### src/design/cfgate_pkg.sv
`timescale 1ns / 1ps
// ----------------------------------------------------------------------------
// cfgate_pkg
// Shared types and codes of the command frame gate: register indexes,
// message types, error and action codes, and the structs passed between
// the gate's modules.
// ----------------------------------------------------------------------------
package cfgate_pkg;

   localparam int unsigned RESET_PAYLOAD_BYTES = 4;

   localparam int unsigned CSR_INDEX_WIDTH = 3;

   localparam logic [CSR_INDEX_WIDTH-1:0] REG_GATEWAY_MAC  = 3'd0;
   localparam logic [CSR_INDEX_WIDTH-1:0] REG_GATEWAY_KNOWN = 3'd1;
   localparam logic [CSR_INDEX_WIDTH-1:0] REG_PROTO_VERSION = 3'd2;
   localparam logic [CSR_INDEX_WIDTH-1:0] REG_MAX_PAYLOAD  = 3'd3;
   localparam logic [CSR_INDEX_WIDTH-1:0] REG_MIN_GAP      = 3'd4;
   localparam logic [CSR_INDEX_WIDTH-1:0] REG_RESET_WINDOW = 3'd5;

   localparam logic [7:0] RESET_PROTO_VERSION = 8'd1;
   localparam logic [7:0] RESET_MAX_PAYLOAD = 8'd200;
   localparam logic [15:0] RESET_MIN_GAP = 16'd200;
   localparam logic [15:0] RESET_WINDOW = 16'd8000;

   localparam logic [7:0] MSG_STATUS    = 8'd0;
   localparam logic [7:0] MSG_REBOOT    = 8'd1;
   localparam logic [7:0] MSG_RESET     = 8'd2;
   localparam logic [7:0] MSG_TARE      = 8'd3;
   localparam logic [7:0] MSG_TELEMETRY = 8'd4;
   localparam logic [7:0] MSG_WRITE     = 8'd5;
   localparam logic [7:0] MSG_OTA       = 8'd6;

   localparam logic [2:0] ERR_NONE             = 3'd0;
   localparam logic [2:0] ERR_CRC_FAIL         = 3'd1;
   localparam logic [2:0] ERR_VERSION_MISMATCH = 3'd2;
   localparam logic [2:0] ERR_BAD_LENGTH       = 3'd3;
   localparam logic [2:0] ERR_STALE_SEQ        = 3'd4;
   localparam logic [2:0] ERR_TOO_FREQUENT     = 3'd5;
   localparam logic [2:0] ERR_UNSUPPORTED      = 3'd6;

   localparam logic [2:0] ACT_NONE          = 3'd0;
   localparam logic [2:0] ACT_REBOOT        = 3'd1;
   localparam logic [2:0] ACT_FACTORY_RESET = 3'd2;
   localparam logic [2:0] ACT_TARE          = 3'd3;
   localparam logic [2:0] ACT_TELEMETRY     = 3'd4;
   localparam logic [2:0] ACT_WRITE         = 3'd5;
   localparam logic [2:0] ACT_OTA_START     = 3'd6;

   typedef struct packed {
      logic [47:0] src_mac;
      logic        header_complete;
      logic        crc_ok;
      logic [7:0]  version;
      logic [15:0] payload_len;
      logic [31:0] seq;
      logic [7:0]  msg_type;
      logic [31:0] nonce;
      logic [31:0] now_ms;
   } frame_type;

   typedef struct packed {
      logic [47:0] gateway_mac;
      logic        gateway_known;
      logic [7:0]  protocol_version;
      logic [7:0]  max_payload;
      logic [15:0] min_command_gap_ms;
      logic [15:0] reset_window_ms;
   } cfg_type;

   typedef struct packed {
      logic [31:0] last_accepted_seq;
      logic [31:0] last_command_time;
      logic        reset_armed;
      logic [31:0] armed_nonce;
      logic [31:0] arm_deadline;
   } state_type;

   typedef struct packed {
      logic        commit;
      logic [31:0] seq;
      logic [31:0] cmd_time;
      logic        arm_set;
      logic        arm_clear;
      logic [31:0] nonce;
      logic [31:0] deadline;
   } update_type;

   typedef struct packed {
      logic        ack_valid;
      logic        ack_ok;
      logic [2:0]  ack_error;
      logic [31:0] ack_seq;
      logic [31:0] ack_arg;
      logic [2:0]  action;
   } result_type;

endpackage

### src/design/command_frame_gate.sv
`timescale 1ns / 1ps
// ----------------------------------------------------------------------------
// command_frame_gate
// Admission gate for received command frame headers.
// ----------------------------------------------------------------------------
// The gate takes one decoded header beat per cycle while req_stall is low
// and returns exactly one result beat for each, through the input register
// and then the result register; rsp_ack_valid low marks a dropped frame.
// Each header is checked combinationally against the configuration and the
// gate history between the input register and the result register, and the
// history (last sequence, last command time, reset arm) is updated at the
// same edge that loads the result, so the following header always sees it.
// Configuration registers are written through csr_write, csr_index and
// csr_wdata, only while no frame is in flight: a user rule, not enforced.
// ----------------------------------------------------------------------------
module command_frame_gate
   import cfgate_pkg::*;
(
   input  logic                       clock,
   input  logic                       reset,
   input  logic                       csr_write,
   input  logic [CSR_INDEX_WIDTH-1:0] csr_index,
   input  logic [47:0]                csr_wdata,
   input  logic                       req_valid,
   output logic                       req_stall,
   input  logic [47:0]                req_src_mac,
   input  logic                       req_header_complete,
   input  logic                       req_crc_ok,
   input  logic [7:0]                 req_version,
   input  logic [15:0]                req_payload_len,
   input  logic [31:0]                req_seq,
   input  logic [7:0]                 req_msg_type,
   input  logic [31:0]                req_nonce,
   input  logic [31:0]                req_now_ms,
   output logic                       rsp_valid,
   input  logic                       rsp_stall,
   output logic                       rsp_ack_valid,
   output logic                       rsp_ack_ok,
   output logic [2:0]                 rsp_ack_error,
   output logic [31:0]                rsp_ack_seq,
   output logic [31:0]                rsp_ack_arg,
   output logic [2:0]                 rsp_action
);

   cfg_type    cfg;
   state_type  state;
   frame_type  frame_ff;
   result_type result;
   result_type result_ff;
   update_type update;
   logic       hold_valid_ff;
   logic       hold_valid_in;
   logic       out_valid_ff;
   logic       out_valid_in;
   logic       req_accept;
   logic       hold_move;
   logic       step;

   assign hold_move = !out_valid_ff || !rsp_stall;
   assign step = hold_valid_ff && hold_move;
   assign req_stall = hold_valid_ff && !hold_move;
   assign req_accept = req_valid && !req_stall;
   assign hold_valid_in = req_accept || (hold_valid_ff && !hold_move);
   assign out_valid_in = step || (out_valid_ff && rsp_stall);

   always_ff @(posedge clock) begin
      if (reset) begin
         hold_valid_ff <= 1'b0;
         out_valid_ff <= 1'b0;
      end else begin
         hold_valid_ff <= hold_valid_in;
         out_valid_ff <= out_valid_in;
      end
   end

   always_ff @(posedge clock) begin
      if (req_accept) begin
         frame_ff.src_mac <= req_src_mac;
         frame_ff.header_complete <= req_header_complete;
         frame_ff.crc_ok <= req_crc_ok;
         frame_ff.version <= req_version;
         frame_ff.payload_len <= req_payload_len;
         frame_ff.seq <= req_seq;
         frame_ff.msg_type <= req_msg_type;
         frame_ff.nonce <= req_nonce;
         frame_ff.now_ms <= req_now_ms;
      end
      if (step) begin
         result_ff <= result;
      end
   end

   cfgate_csr u_csr (
      .clock     (clock),
      .reset     (reset),
      .csr_write (csr_write),
      .csr_index (csr_index),
      .csr_wdata (csr_wdata),
      .cfg       (cfg)
   );

   cfgate_eval u_eval (
      .frame  (frame_ff),
      .cfg    (cfg),
      .state  (state),
      .result (result),
      .update (update)
   );

   cfgate_state u_state (
      .clock  (clock),
      .reset  (reset),
      .step   (step),
      .update (update),
      .state  (state)
   );

   assign rsp_valid = out_valid_ff;
   assign rsp_ack_valid = result_ff.ack_valid;
   assign rsp_ack_ok = result_ff.ack_ok;
   assign rsp_ack_error = result_ff.ack_error;
   assign rsp_ack_seq = result_ff.ack_seq;
   assign rsp_ack_arg = result_ff.ack_arg;
   assign rsp_action = result_ff.action;

   a_ok_has_no_error : assert property (@(posedge clock) disable iff (reset)
      rsp_valid && rsp_ack_ok |-> rsp_ack_valid && (rsp_ack_error == ERR_NONE))
      else $error("accepted beat carries an error code");

   a_action_needs_ok : assert property (@(posedge clock) disable iff (reset)
      rsp_valid && (rsp_action != ACT_NONE) |-> rsp_ack_ok)
      else $error("action issued for a rejected frame");

   a_drop_is_zero : assert property (@(posedge clock) disable iff (reset)
      rsp_valid && !rsp_ack_valid |-> !rsp_ack_ok && (rsp_ack_error == ERR_NONE) &&
      (rsp_ack_seq == 32'd0) && (rsp_ack_arg == 32'd0) && (rsp_action == ACT_NONE))
      else $error("dropped frame beat is not all zero");

endmodule

### src/design/cfgate_csr.sv
`timescale 1ns / 1ps
// ----------------------------------------------------------------------------
// cfgate_csr
// Configuration registers of the command frame gate, written by index.
// ----------------------------------------------------------------------------
module cfgate_csr
   import cfgate_pkg::*;
(
   input  logic                       clock,
   input  logic                       reset,
   input  logic                       csr_write,
   input  logic [CSR_INDEX_WIDTH-1:0] csr_index,
   input  logic [47:0]                csr_wdata,
   output cfg_type                    cfg
);

   cfg_type cfg_ff;
   cfg_type cfg_in;

   always_comb begin
      cfg_in = cfg_ff;
      if (csr_write) begin
         case (csr_index)
            REG_GATEWAY_MAC:   cfg_in.gateway_mac = csr_wdata;
            REG_GATEWAY_KNOWN: cfg_in.gateway_known = csr_wdata[0];
            REG_PROTO_VERSION: cfg_in.protocol_version = csr_wdata[7:0];
            REG_MAX_PAYLOAD:   cfg_in.max_payload = csr_wdata[7:0];
            REG_MIN_GAP:       cfg_in.min_command_gap_ms = csr_wdata[15:0];
            REG_RESET_WINDOW:  cfg_in.reset_window_ms = csr_wdata[15:0];
            default: begin
               cfg_in = cfg_ff;
            end
         endcase
      end
   end

   always_ff @(posedge clock) begin
      if (reset) begin
         cfg_ff.gateway_mac        <= '0;
         cfg_ff.gateway_known      <= 1'b0;
         cfg_ff.protocol_version   <= RESET_PROTO_VERSION;
         cfg_ff.max_payload        <= RESET_MAX_PAYLOAD;
         cfg_ff.min_command_gap_ms <= RESET_MIN_GAP;
         cfg_ff.reset_window_ms    <= RESET_WINDOW;
      end else begin
         cfg_ff <= cfg_in;
      end
   end

   assign cfg = cfg_ff;

endmodule

### src/design/cfgate_eval.sv
`timescale 1ns / 1ps
// ----------------------------------------------------------------------------
// cfgate_eval
// Decision logic for one frame: drop, header checks, replay and gap checks,
// command decode and the reset arm/confirm handshake.
// ----------------------------------------------------------------------------
module cfgate_eval
   import cfgate_pkg::*;
(
   input  frame_type  frame,
   input  cfg_type    cfg,
   input  state_type  state,
   output result_type result,
   output update_type update
);

   logic        drop;
   logic [31:0] elapsed;
   logic [31:0] arm_diff;
   logic        expired;
   logic        too_soon;

   assign drop = !cfg.gateway_known || (frame.src_mac != cfg.gateway_mac) ||
                 !frame.header_complete;
   assign elapsed = frame.now_ms - state.last_command_time;
   assign too_soon = (frame.msg_type != MSG_STATUS) &&
                     (elapsed < {16'd0, cfg.min_command_gap_ms});
   assign arm_diff = frame.now_ms - state.arm_deadline;
   assign expired = (arm_diff != 32'd0) && !arm_diff[31];

   always_comb begin
      result = '0;
      update = '0;
      update.seq = frame.seq;
      update.cmd_time = frame.now_ms;
      update.nonce = frame.nonce;
      update.deadline = frame.now_ms + {16'd0, cfg.reset_window_ms};
      if (!drop) begin
         result.ack_valid = 1'b1;
         result.ack_seq = frame.seq;
         if (frame.version != cfg.protocol_version) begin
            result.ack_error = ERR_VERSION_MISMATCH;
         end else if (frame.payload_len > {8'd0, cfg.max_payload}) begin
            result.ack_error = ERR_BAD_LENGTH;
         end else if (!frame.crc_ok) begin
            result.ack_error = ERR_CRC_FAIL;
         end else if (frame.seq <= state.last_accepted_seq) begin
            result.ack_error = ERR_STALE_SEQ;
            result.ack_arg = state.last_accepted_seq;
         end else if (too_soon) begin
            result.ack_error = ERR_TOO_FREQUENT;
         end else begin
            update.commit = 1'b1;
            result.ack_ok = 1'b1;
            case (frame.msg_type)
               MSG_STATUS:    result.action = ACT_NONE;
               MSG_REBOOT:    result.action = ACT_REBOOT;
               MSG_TARE:      result.action = ACT_TARE;
               MSG_TELEMETRY: result.action = ACT_TELEMETRY;
               MSG_WRITE:     result.action = ACT_WRITE;
               MSG_OTA: begin
                  result.action = (frame.payload_len != 16'd0) ? ACT_OTA_START : ACT_NONE;
               end
               MSG_RESET: begin
                  if (frame.payload_len < 16'(RESET_PAYLOAD_BYTES)) begin
                     result.ack_ok = 1'b0;
                     result.ack_error = ERR_BAD_LENGTH;
                  end else begin
                     result.ack_arg = frame.nonce;
                     if (!state.reset_armed || expired ||
                         (state.armed_nonce != frame.nonce)) begin
                        update.arm_set = 1'b1;
                     end else begin
                        update.arm_clear = 1'b1;
                        result.action = ACT_FACTORY_RESET;
                     end
                  end
               end
               default: begin
                  result.ack_ok = 1'b0;
                  result.ack_error = ERR_UNSUPPORTED;
               end
            endcase
         end
      end
   end

endmodule

### src/design/cfgate_state.sv
`timescale 1ns / 1ps
// ----------------------------------------------------------------------------
// cfgate_state
// Gate history: last accepted sequence and command time, and the reset arm.
// ----------------------------------------------------------------------------
module cfgate_state
   import cfgate_pkg::*;
(
   input  logic       clock,
   input  logic       reset,
   input  logic       step,
   input  update_type update,
   output state_type  state
);

   logic [31:0] last_seq_ff;
   logic [31:0] last_seq_in;
   logic [31:0] last_time_ff;
   logic [31:0] last_time_in;
   logic        armed_ff;
   logic        armed_in;
   logic [31:0] nonce_ff;
   logic [31:0] nonce_in;
   logic [31:0] deadline_ff;
   logic [31:0] deadline_in;
   logic        commit;

   assign commit = step && update.commit;

   always_comb begin
      last_seq_in = last_seq_ff;
      last_time_in = last_time_ff;
      armed_in = armed_ff;
      nonce_in = nonce_ff;
      deadline_in = deadline_ff;
      if (commit) begin
         last_seq_in = update.seq;
         last_time_in = update.cmd_time;
         if (update.arm_set) begin
            armed_in = 1'b1;
            nonce_in = update.nonce;
            deadline_in = update.deadline;
         end else if (update.arm_clear) begin
            armed_in = 1'b0;
         end
      end
   end

   always_ff @(posedge clock) begin
      if (reset) begin
         last_seq_ff <= '0;
         last_time_ff <= '0;
         armed_ff <= 1'b0;
         nonce_ff <= '0;
         deadline_ff <= '0;
      end else begin
         last_seq_ff <= last_seq_in;
         last_time_ff <= last_time_in;
         armed_ff <= armed_in;
         nonce_ff <= nonce_in;
         deadline_ff <= deadline_in;
      end
   end

   assign state.last_accepted_seq = last_seq_ff;
   assign state.last_command_time = last_time_ff;
   assign state.reset_armed = armed_ff;
   assign state.armed_nonce = nonce_ff;
   assign state.arm_deadline = deadline_ff;

   a_hold_without_commit : assert property (@(posedge clock) disable iff (reset)
      !commit |=> $stable(last_seq_ff) && $stable(armed_ff))
      else $error("gate history changed without an accepted command");

   a_seq_increases : assert property (@(posedge clock) disable iff (reset)
      commit |=> last_seq_ff > $past(last_seq_ff))
      else $error("accepted sequence number did not increase");

   a_arm_sets : assert property (@(posedge clock) disable iff (reset)
      commit && update.arm_set |=> armed_ff)
      else $error("reset arm not recorded");

endmodule
### config.mk
export PLATFORM = sky130hd
export DESIGN_NAME = command_frame_gate
export DESIGN_NICKNAME = d
export VERILOG_FILES = /design/src/design/cfgate_pkg.sv /design/src/design/command_frame_gate.sv /design/src/design/cfgate_csr.sv /design/src/design/cfgate_eval.sv /design/src/design/cfgate_state.sv
export SDC_FILE = /design/constraint.sdc
export NUM_CORES = 1
export LEC_CHECK = 0
export BUFFER_PORTS_ARGS = -buffer_cell sky130_fd_sc_hd__buf_2
export CORE_MARGIN = 2
export CORE_UTILIZATION = 45
export DETAILED_ROUTE_END_ITERATION = 10
export SYNTH_ARGS = -nofsm -noshare
export SYNTH_HDL_FRONTEND = slang
export SYNTH_HIERARCHICAL = 1
export SYNTH_SLANG_ARGS = --single-unit
### constraint.sdc
create_clock -name clock -period 18.55 [get_ports clock]
set_input_delay 0.9275 -clock clock [delete_from_list [all_inputs] [get_ports clock]]
set_output_delay 0.9275 -clock clock [all_outputs]
set_load 0.05 [all_outputs]
After elaboration in Yosys (flattened, before gate mapping) --
Index checks and enable logic that the tools add are counted. Widths: inputs -> output; s select.
Cells by class: add/subtract/negate cells 3, $mul 0, div/mod/pow operators 0, $lt $le $gt $ge 4, eq/ne operators 14, shift-type cells 0, muxes and demuxes 42, bitwise logic cells 1, reduce and logical (&&, ||, !) cells 40
Operator list (count):
- $mux 35 | 5
- $mux 72 | 1
- $mux 32 | 2
- $sub 32x32->32 | 2
- $ne 48x48->1 | 1
- $add 32x16->32 | 1
- $le 32x32->1 | 1
- $lt 32x16->1 | 1
- $ne 32x32->1 | 1
- $reduce_bool 32->1 | 1
- $eq 8x3->1 const B | 3
- $mux 3 | 7
- $mux 2 | 9
- $pmux 3 s6 | 1
- $eq 8x2->1 const B | 2
- $gt 16x8->1 | 1
- $lt 16x3->1 const B | 1
- $reduce_and 2->1 | 8
- $reduce_bool 16->1 | 1
- $mux 1 | 15
- $reduce_or 6->1 | 2
- $eq 8x1->1 const B | 1
- $logic_not 1->1 | 8
- $logic_not 8->1 | 1
- other kinds (14) | 28
Storage, ports and cells: flip-flop bits (word level) 478, latch bits 0, RAM bits 0, bits in read-only memories 0, input port bits 234, output and inout bits 74, memories 0

Depth between registers and ports, before layout --
word-level depth 16, mapped depth 29

Modules after synthesis --
The synthesis kept the hierarchy.
By module, submodules not included:
- cfgate_eval | times used 1, cells each 1271, area each 8891.0 um2, sequential area each 0.0 um2
- command_frame_gate | times used 1, cells each 260, area each 7593.5 um2, sequential area each 7547.2 um2
- cfgate_state | times used 1, cells each 576, area each 5629.1 um2, sequential area each 2582.5 um2
- cfgate_csr | times used 1, cells each 382, area each 4053.9 um2, sequential area each 1941.9 um2

Least setup slack after synthesis --
Ideal clock, no wire load.
path type input to register, start in rsp_stall, end reg frame_ff[0] (netlist bit) (enable), library setup time 720 ps, arrival 8704 ps, required time 17830 ps, slack 9127 ps, cell stages on the path 3, buffers on the path 0, cell sequence nand3_2 inv_1 nor2_1
Between the ends: word-level cells in the longest chain between the ends 6
RTL lines:
- from (decl) | line command_frame_gate.sv:36 | input logic rsp_stall,
- $logic_not 1->1 | line command_frame_gate.sv:59 | assign hold_move = !out_valid_ff || !rsp_stall;
- $logic_or 1x1->1 | line command_frame_gate.sv:59
- $logic_not 1->1 | line command_frame_gate.sv:61 | assign req_stall = hold_valid_ff && !hold_move;
- $logic_and 1x1->1 | line command_frame_gate.sv:61
- named net req_stall | line command_frame_gate.sv:25 | output logic req_stall,
- $logic_not 1->1 | line command_frame_gate.sv:62 | assign req_accept = req_valid && !req_stall;
- $logic_and 1x1->1 | line command_frame_gate.sv:62
- named net req_accept | line command_frame_gate.sv:55 | logic req_accept;
- to (decl) | line command_frame_gate.sv:47 | frame_type frame_ff;
The timed path passes the listed nets, and every way through them passes these cells. A chain may end at the register's enable or synchronous reset.

==> impl_metrics.csv <==
group,metric,value,unit
layout,final_area,29410,um^2
sta,hold_viol,0,
synth,synth_area,26170,um^2
sta,period_minus_slack,6761,ps
worst_hold_path,hp-class,"reg -> reg",
cts,ctsHoldBuffers,0,
placement,post_dp_cell_area,27540,um^2
worst_hold_path,hp-start,"u_csr/cfg[24]",
route,drt-total-wl,64800,um
layout,post-route-util,51.07,%
route,wire_per_inst,18.66,um
layout,mostFrequentLayoutCells,"306 x buf_2, 274 x nand2b_1, 250 x edfxtp_1",
synth,netlist.area_leader.share,28.69,%
synth,ys_warn_count,6,
synth,ys_ff_latch,478,
sta,finalCritPeriodShare,36.45,%
synth,netlist_instances,2489,
pwr,vdd_drop_max,0.06988,mV
synth,synth_top_area_cell,"edfxtp_1",
synth,synth-edff-count,250,
die,fp.dieH,245.1,um
setup_path,crit_path_end_kind,"register",
route,via_count,18460,
pwr,combPwrFrac,10.4,%
die,initial_core_util,45.44,%
layout,drive_above_1_share,18.82,%
placement,place_hpwl,46230,um
synth,async_flop_share,0,%
grt,grt_pass1_vias,18340,
cts,cts-resized-gates,0,
cts,clock_sinks,478,
job,cap_viol_max_count,0,
synth,ys_top_cells_by_area,"edfxtp_1 29%, dfxtp_1 17%, nand2b_1 6.6%, ha_1 6.4%, mux2i_1 6.3%",
setup_path,worstPathMaxFanout,40,
synth,yosysUniqueCellTypes,97,
pwr,power_switching,0.0006357,W
grt,grt_overflow,0,
synth,ys.flop_type,"edfxtp_1",
setup_path,required,18990,ps
synth,ys_seq_area_share,46.13,%
run_status,status,"finished clean",
die,io_pins,308,
cts,cts-root-buf,"clkbuf_16",
setup_path,critical_path_class,"reg -> reg",
pwr,power.total,0.002546,W
route,firstDrtPassIters,6,
sta,clock.fmax,0.1479,GHz
layout,syn2layout_area_growth,12.38,%
sta,tns,0,ps
synth,synth_nets,2859,
setup_path,start_kind,"register",
placement,portBuffers,307,
sta,finClkSkew,29.55,ps
cts,clock_path_buffers,3,
pwr,p_leak,11.21,nW
placement,gp_congestion,0.8529,
sta,slew_headroom,20.41,%
cts,cts_made_buffers,55,
route,ant_nets,0,
die,fp.dieW,245.1,um
synth,syn-mean-instance-area,10.51,um^2
pwr,power_report.internal_total,0.001910,W
die,core_area,57590,um^2
grt,grt_pass1_wl,100100,um
pwr,pwr-share-clk,43.2,%
setup_path,startpoint,"frame_ff[0]",
grt,antenna_found_initial,11,
die,die_area,60100,um^2
cts,cts_max_level,2,
grt,grt_usage,20.94,%
layout,final_net_count,3027,
sta,slew_viol_final,0,
layout,layout_commonest_cell,"buf_2",
die,placementRows,88,
cts,cts_tree,"done",
route,vias_per_cell,5.317,
cts,clk_latency,610,ps
pwr,netSwitchingFraction,24.97,%
sta,worst_pin_slew,1187,ps
route,drtIter0Drc,1039,
route,drc,0,
pwr,p_seq_share,46.4,%
sta,rsz0062_at_grt,"no",
sta,setup_viol,0,
cts,post_cts_buffers,0,
setup_path,cp_data_arrival_time,7200,ps
layout,nFillCells,5203,
cts,path_clk_slew,60,ps
pwr,p_per_area,86.57,nW/um^2
layout,fin_cells,3472,
setup_path,r2r-start,"frame_ff[0]",
placement,dp.cells,3365,
grt,grt_max_degree,202,
==> per-stage QoR <==
step	worst slack (ps)	hold slack, ps
after floorplan	9127	448.7
after detailed placement	11780	463.4
after CTS	11750	454.5
after global placement	11960	459.0
after global routing	11230	463.1
final	11790	475.3
==> logic make-up (layout without fill, tap and decap cells) <==
kind of cell             count (synthesis)  count (layout)  share of synthesized area (%)
AO/OA/AOI/OAI                          478             478                          13.03
XOR/XNOR                               149             149                          4.987
adder cells (fa/ha/maj)                136             136                          6.589
buffers and inverters                  356             571                          7.081
flip-flops                             478             478                          46.13
multiplexers                           166             166                          6.359
other                                    0               3                              0
AND/OR/NAND/NOR                        726             726                          15.82
==> path summary, 6_finish.rpt <==
check,end,slack [ps],cells after the start
setup / recovery,u_state/deadline_ff[4],11790,27
hold / removal,u_csr/cfg[24],480,2
setup reg to reg,u_state/deadline_ff[4],11790,27
hold reg to reg,u_csr/cfg[24],480,2
==> critical path, cell delays in order, from the launching register on <==
cell	delay [ps]
edfxtp_1	420
inv_1	100
ha_1	150
inv_1	50
fa_1	410
a21o_2	230
a311o_2	400
a21oi_2	190
nor2_1	70
o21ai_0	160
nand2b_1	80
a21oi_1	170
xnor2_1	140
ha_1	250
and3_1	160
a221o_1	290
a21oi_1	140
a21oi_1	90
or3_2	410
a2111oi_0	440
nand4_1	210
nor4_4	520
nor3b_4	80
buf_4	260
nor2b_1	190
and3_4	290
buf_4	430
mux2i_1	210
==> layer usage <==
metal	track usage (%)	vias up	wire length, um
met2	34.33	471	29970
li1	-	9067	-
met3	3.991	105	3634
met5	0	-	100
met1	28.27	8802	29630
met4	5.649	16	1475
==> cell type report <==
type,count,area [um^2],share of cell area [%]
sequential,478,12070,41.05
multi-input combinational,1655,12290,41.80
clock buffer,73,1495,5.084
timing repair buffer,321,1675,5.697
clock inverter,31,361.6,1.230
tap,765,957.2,3.255
inverter,146,548.0,1.864
antenna,3,7.507,0.02553
==> sequential cells by signal, indices dropped and copies added, names as in the netlist <==
name / count
u_state/armed_ff: 1
u_state/last_time_ff: 32
rsp_ack_arg: 32
u_state/nonce_ff: 32
rsp_ack_ok: 1
frame_ff: 178
rsp_valid: 1
u_csr/cfg: 97
rsp_ack_valid: 1
rsp_ack_seq: 32
hold_valid_ff: 1
rsp_ack_error: 3
u_state/deadline_ff: 32
u_state/last_seq_ff: 32
rsp_action: 3
==> cell usage after synthesis, drive strengths merged (9+ instances only) <==
| library cell | count |
|---|---|
| o21ai | 58 |
| nor2 | 91 |
| o31ai | 9 |
| nor3 | 20 |
| o21a | 20 |
| and3 | 13 |
| nor2b | 13 |
| nand4 | 34 |
| and2 | 44 |
| a21o | 45 |
| buf | 144 |
| a21oi | 149 |
| xnor2 | 79 |
| clkbuf | 66 |
| nor4 | 25 |
| inv | 146 |
| mux2i | 164 |
| a22o | 33 |
| a21bo | 64 |
| nand2b | 274 |
| edfxtp | 250 |
| a211oi | 15 |
| nand3 | 110 |
| xor2 | 70 |
| dfxtp | 228 |
| ha | 133 |
| nand2 | 62 |
| a31oi | 11 |
==> power by group through the flow <==
| stage | Clock (W) | Sequential [W] | Combinational, W |
|---|---|---|---|
| after global placement | 0 | 0.00120 | 0.000261 |
| final | 0.00110 | 0.00118 | 0.000265 |
| after CTS | 0.00113 | 0.00118 | 0.000266 |
| after detailed placement | 0 | 0.00120 | 0.000264 |
| after floorplan | 0 | 0.00123 | 0.000170 |
| after global routing | 0.00117 | 0.00119 | 0.000290 |
Note: power is estimated with default switching activity, not from simulation.
